==> config.mk <==
export PLATFORM = sky130hd
export DESIGN_NAME = qrr_fifo
export DESIGN_NICKNAME = d
export VERILOG_FILES = /design/src/sv/qrr_fifo.sv
export SDC_FILE = /design/constraint.sdc
export NUM_CORES = 1
export LEC_CHECK = 0
export BUFFER_PORTS_ARGS = -buffer_cell sky130_fd_sc_hd__buf_2
export CAP_MARGIN = 30
export CORE_MARGIN = 2
export CORE_UTILIZATION = 30
export CTS_CLUSTER_DIAMETER = 200
export DETAILED_ROUTE_END_ITERATION = 10
export GPL_TIMING_DRIVEN = 0
export PLACE_DENSITY_LB_ADDON = 0.25
export SKIP_LAST_GASP = 1
export SLEW_MARGIN = 20
export SYNTH_ARGS = -nofsm -noshare
export SYNTH_HDL_FRONTEND = slang
export SYNTH_SLANG_ARGS = --single-unit
==> constraint.sdc <==
create_clock -name clk_i -period 1.3 [get_ports clk_i]
set_input_delay 0.065 -clock clk_i [delete_from_list [all_inputs] [get_ports clk_i]]
set_output_delay 0.065 -clock clk_i [all_outputs]
set_load 0.01 [all_outputs]
==> src/sv/qrr_fifo.sv <==
`timescale 1ns / 1ps
// Short queue between the front and back ends.
module qrr_fifo #(
  parameter int DW = 8,
  parameter int DEPTH = 2
) (
  input  logic          clk_i,
  input  logic          rst_ni,
  input  logic          valid_i,
  output logic          ready_o,
  input  logic [DW-1:0] data_i,
  output logic          valid_o,
  input  logic          ready_i,
  output logic [DW-1:0] data_o
);

  localparam int AW = (DEPTH > 1) ? $clog2(DEPTH) : 1;

  logic [DW-1:0] mem_q [DEPTH];
  logic [AW-1:0] wp_q, rp_q;
  logic [AW:0]   cnt_q;
  logic          push, pop;

  assign ready_o = cnt_q != (AW+1)'(DEPTH);
  assign valid_o = cnt_q != '0;
  assign push    = valid_i && ready_o;
  assign pop     = valid_o && ready_i;
  assign data_o  = mem_q[rp_q];

  always_ff @(posedge clk_i or negedge rst_ni) begin
    if (!rst_ni) begin
      wp_q  <= '0;
      rp_q  <= '0;
      cnt_q <= '0;
    end else begin
      if (push) wp_q <= (wp_q == AW'(DEPTH - 1)) ? '0 : wp_q + 1'b1;
      if (pop)  rp_q <= (rp_q == AW'(DEPTH - 1)) ? '0 : rp_q + 1'b1;
      cnt_q <= cnt_q + (AW+1)'(push) - (AW+1)'(pop);
    end
  end

  always_ff @(posedge clk_i) begin
    if (push) mem_q[wp_q] <= data_i;
  end

endmodule

==> results.py <==
metrics = {
    "synthesis": {
        "synth.area.top_cells": "sky130_fd_sc_hd__edfxtp_1 (59%), sky130_fd_sc_hd__dfrtp_1 (12%), sky130_fd_sc_hd__mux2_2 (11%)",
        "synth_area_leader_cell": "sky130_fd_sc_hd__edfxtp_1",
        "synth_largest_type_area_fraction_pct": 59.4,
        "synth.ff_latch_count": 20,
        "synth_warnings": 0,
        "synth_nets": 60,
        "post_synth.cell_area_avg_sq_um": 17.2,
        "synthesis.instances": 47,
        "synth.yosys.seq_area_share_pct": 71.7,
        "synthDistinctLibCells": 17,
        "netlist_area_sq_um": 810,
    },
    "die": {
        "starting_utilization_of_the_core_area_pct": 32.1,
        "floorplan.die.width_um": 55.9,
        "die_y_um": 55.9,
        "coreArea_sq_um": 2520,
        "dieArea_sq_um": 3130,
        "core.rowCount": 18,
        "top_level_ports": 22,
    },
    "sta": {
        "post-route-period-util_pct": 104,
        "grt_setup_unrepaired": "yes",
        "whs_ns": 0.0761,
        "clock.fmax_ghz": 0.737,
        "period_minus_slack_ns": 1.36,
        "setup-tns-final_ns": -0.405,
        "slew_headroom_pct": 83.0,
        "finalMaxSlewViolations": 0,
        "finalSetupViolations": 8,
        "clock-skew-final_ns": 0.0119,
        "worst_slack_ns": -0.0565,
        "finalHoldViolations": 0,
        "tightest_slew_ns": 0.252,
    },
    "finish": {
        "final_common_cell": "sky130_fd_sc_hd__edfxtp_1",
        "antenna_cells": 0,
        "drive_gt1_share_pct": 57.5,
        "num-fill-cells": 217,
        "syn_to_layout_area_delta_pct": 54.4,
        "final_core_util_pct": 49.6,
        "design.final.nets": 101,
        "most-common-layout-cells": "sky130_fd_sc_hd__edfxtp_1 (16), sky130_fd_sc_hd__buf_2 (13), sky130_fd_sc_hd__buf_6 (10)",
    },
    "drt": {
        "topRoutingLayerUsed": "met4",
        "dr.first_iter.drc_count": 9,
        "wl_per_cell_um": 12.9,
        "via_per_inst": 4.50,
        "route.final.wire_length_um": 1510,
        "via_count": 526,
        "number_of_optimization_iterations_in_the_first_detailed_route_pass": 2,
        "met3WireLength_um": 83,
        "detail_route.wirelength.met1_um": 617,
        "dr_wl_met2_um": 798,
        "post-route-drc-count": 0,
        "ant_nets": 0,
    },
    "power": {
        "power_mw": 2.70,
        "irDropWorstVdd_uv": 1310,
        "leakage_component_of_the_power_nw": 0.511,
        "power.density_nw_per_um2": 2160,
        "switching_share_pct": 28.3,
        "share_clk_of_total_power_pct": 18.6,
        "switchingPower_mw": 0.766,
        "p_int_mw": 1.94,
        "seqPwrFrac_pct": 37.8,
        "power.combinational.fraction_pct": 43.7,
    },
    "cts": {
        "ctsLongestPathBuffers": 2,
        "cts_tree": "done",
        "clock-root-buffer": "sky130_fd_sc_hd__clkbuf_4",
        "clock_latency_ns": 0.30,
        "clock_tree.htree_level_count": 1,
        "cts_num_sinks": 20,
        "cts_clock_pin_slew_for_the_worst_setup_and_hold_paths_ns": 0.10,
        "total_cts_buffers": 3,
    },
    "critical_path": {
        "timing.setup.critical_path_class": "flip-flop to primary output",
        "worstSetupEndpointType": "primary output",
        "regToRegSetupSlack_ns": 0.04,
        "cp_data_arrival_time_ns": 1.29,
        "regToRegEndpoint": "cnt_q[1]",
        "critPathLaunch": "rp_q",
        "setup.worst_path.start_class": "flip-flop",
        "required_ns": 1.24,
        "crit_fanout": 5,
        "r2r-start": "cnt_q[1]",
        "crit_path_end": "data_o[1]",
        "worst_reg_to_reg_cells": 5,
    },
    "placed_design": {
        "io_buffers": 21,
        "pre_cts_slack_ns": -0.118,
        "gp_routability_congestion": 0.697,
        "detailedPlacementHpwl_um": 942,
    },
    "grt": {
        "grt_start_max_net_pins": 13,
        "residual_overflow_from_global_routing": 0,
        "grt_pass1_vias": 501,
        "antenna_found_initial": 0,
        "grt_use_total_pct": 9.67,
        "grt_first_pass_wirelength_um": 2260,
    },
    "outcome": {
        "outcome": "finished, violations left",
        "failed_checks": "negative setup slack",
    },
    "hold_path": {
        "holdCritStartpoint": "ready_i",
        "type_of_the_tightest_min_delay_check": "primary input to flip-flop",
        "holdPathStages": 3,
    },
    "run": {
        "max-cap-violations": 0,
    },
}
flip-flops by register name, indices dropped and copies added, names as in the netlist:
name / count
wp_q: 1
mem_q: 16
cnt_q: 2
rp_q: 1
power groups by stage:
stage | registers (mW) | clock network [mW] | logic, mW
after floorplan | 0.977 | 0 | 0.526
after global placement | 0.991 | 0 | 0.749
after detailed placement | 1.00 | 0 | 0.751
after CTS | 0.994 | 0.508 | 0.856
after global routing | 1.04 | 0.541 | 1.26
final | 1.02 | 0.502 | 1.18
worst min-delay path by stage:
stage                     slack, ns       end
after floorplan               -0.23  cnt_q[0]
after global placement        -0.13      wp_q
after detailed placement      -0.12      wp_q
after CTS                      0.06      rp_q
after global routing           0.08      wp_q
final                          0.08      rp_q
kinds of logic after synthesis:
family                     after synthesis  synth area share (%)
adders and majority gates                1                  1.55
muxes                                    8                  11.1
AOI/OAI and AO/OA                        3                  3.71
DFF                                     20                  71.7
xor gates and xnor gates                 3                  3.25
and+or+nand+nor                         11                  8.04
buffers and inverters                    1                 0.618
layout make-up:
type	count	area [sq um]	share of cell area (%)
flip-flops and latches	20	583	46.6
repair buffers	36	294	23.5
multi-input cells	26	272	21.7
well taps	30	37.5	3.00
clock inverters	1	30.0	2.40
clock buffers	3	22.5	1.80
plain buffers	1	11.3	0.901
cell usage after synthesis:
master	instances
sky130_fd_sc_hd__a311oi_2	1
sky130_fd_sc_hd__and3_1	1
sky130_fd_sc_hd__buf_2	1
sky130_fd_sc_hd__dfrtp_1	4
sky130_fd_sc_hd__edfxtp_1	16
sky130_fd_sc_hd__ha_1	1
sky130_fd_sc_hd__mux2_2	8
sky130_fd_sc_hd__nand2_1	2
sky130_fd_sc_hd__nand2b_1	1
sky130_fd_sc_hd__nand3_1	1
sky130_fd_sc_hd__nor2_1	3
sky130_fd_sc_hd__nor2b_1	1
sky130_fd_sc_hd__nor4bb_2	1
sky130_fd_sc_hd__o21ai_0	1
sky130_fd_sc_hd__o21ba_1	1
sky130_fd_sc_hd__or2_1	1
sky130_fd_sc_hd__xnor2_1	3
worst max-delay path, stage by stage (launching register included):
cell                      delay, ns
sky130_fd_sc_hd__dfrtp_1       0.42
sky130_fd_sc_hd__buf_6         0.15
sky130_fd_sc_hd__mux2_4        0.30
sky130_fd_sc_hd__buf_6         0.12
repair_timing:
item                                    in CTS  in global routing
setup buffers                                2                  3
cloned                                       0                  1
resized for setup                            5                 21
pin swaps                                    0                  4
hold buffers                                 9                  0
endpoints found under the setup margin      25                 26
endpoints found under the hold margin       20                  0
routing by layer:
layer	track usage, %	vias to the layer above
li1	-	256
met1	10.9	254
met2	16.3	14
met3	5.12	2
met4	2.04	0
met5	0	-
metrics by stage:
step | cells | cell area, sq um
floorplan | 47 | 812
global placement | 98 | 955
detailed placement | 98 | 955
CTS | 113 | 1130
global route | 117 | 1250
finish | 117 | 1250
(Power assumes the default switching activity.)
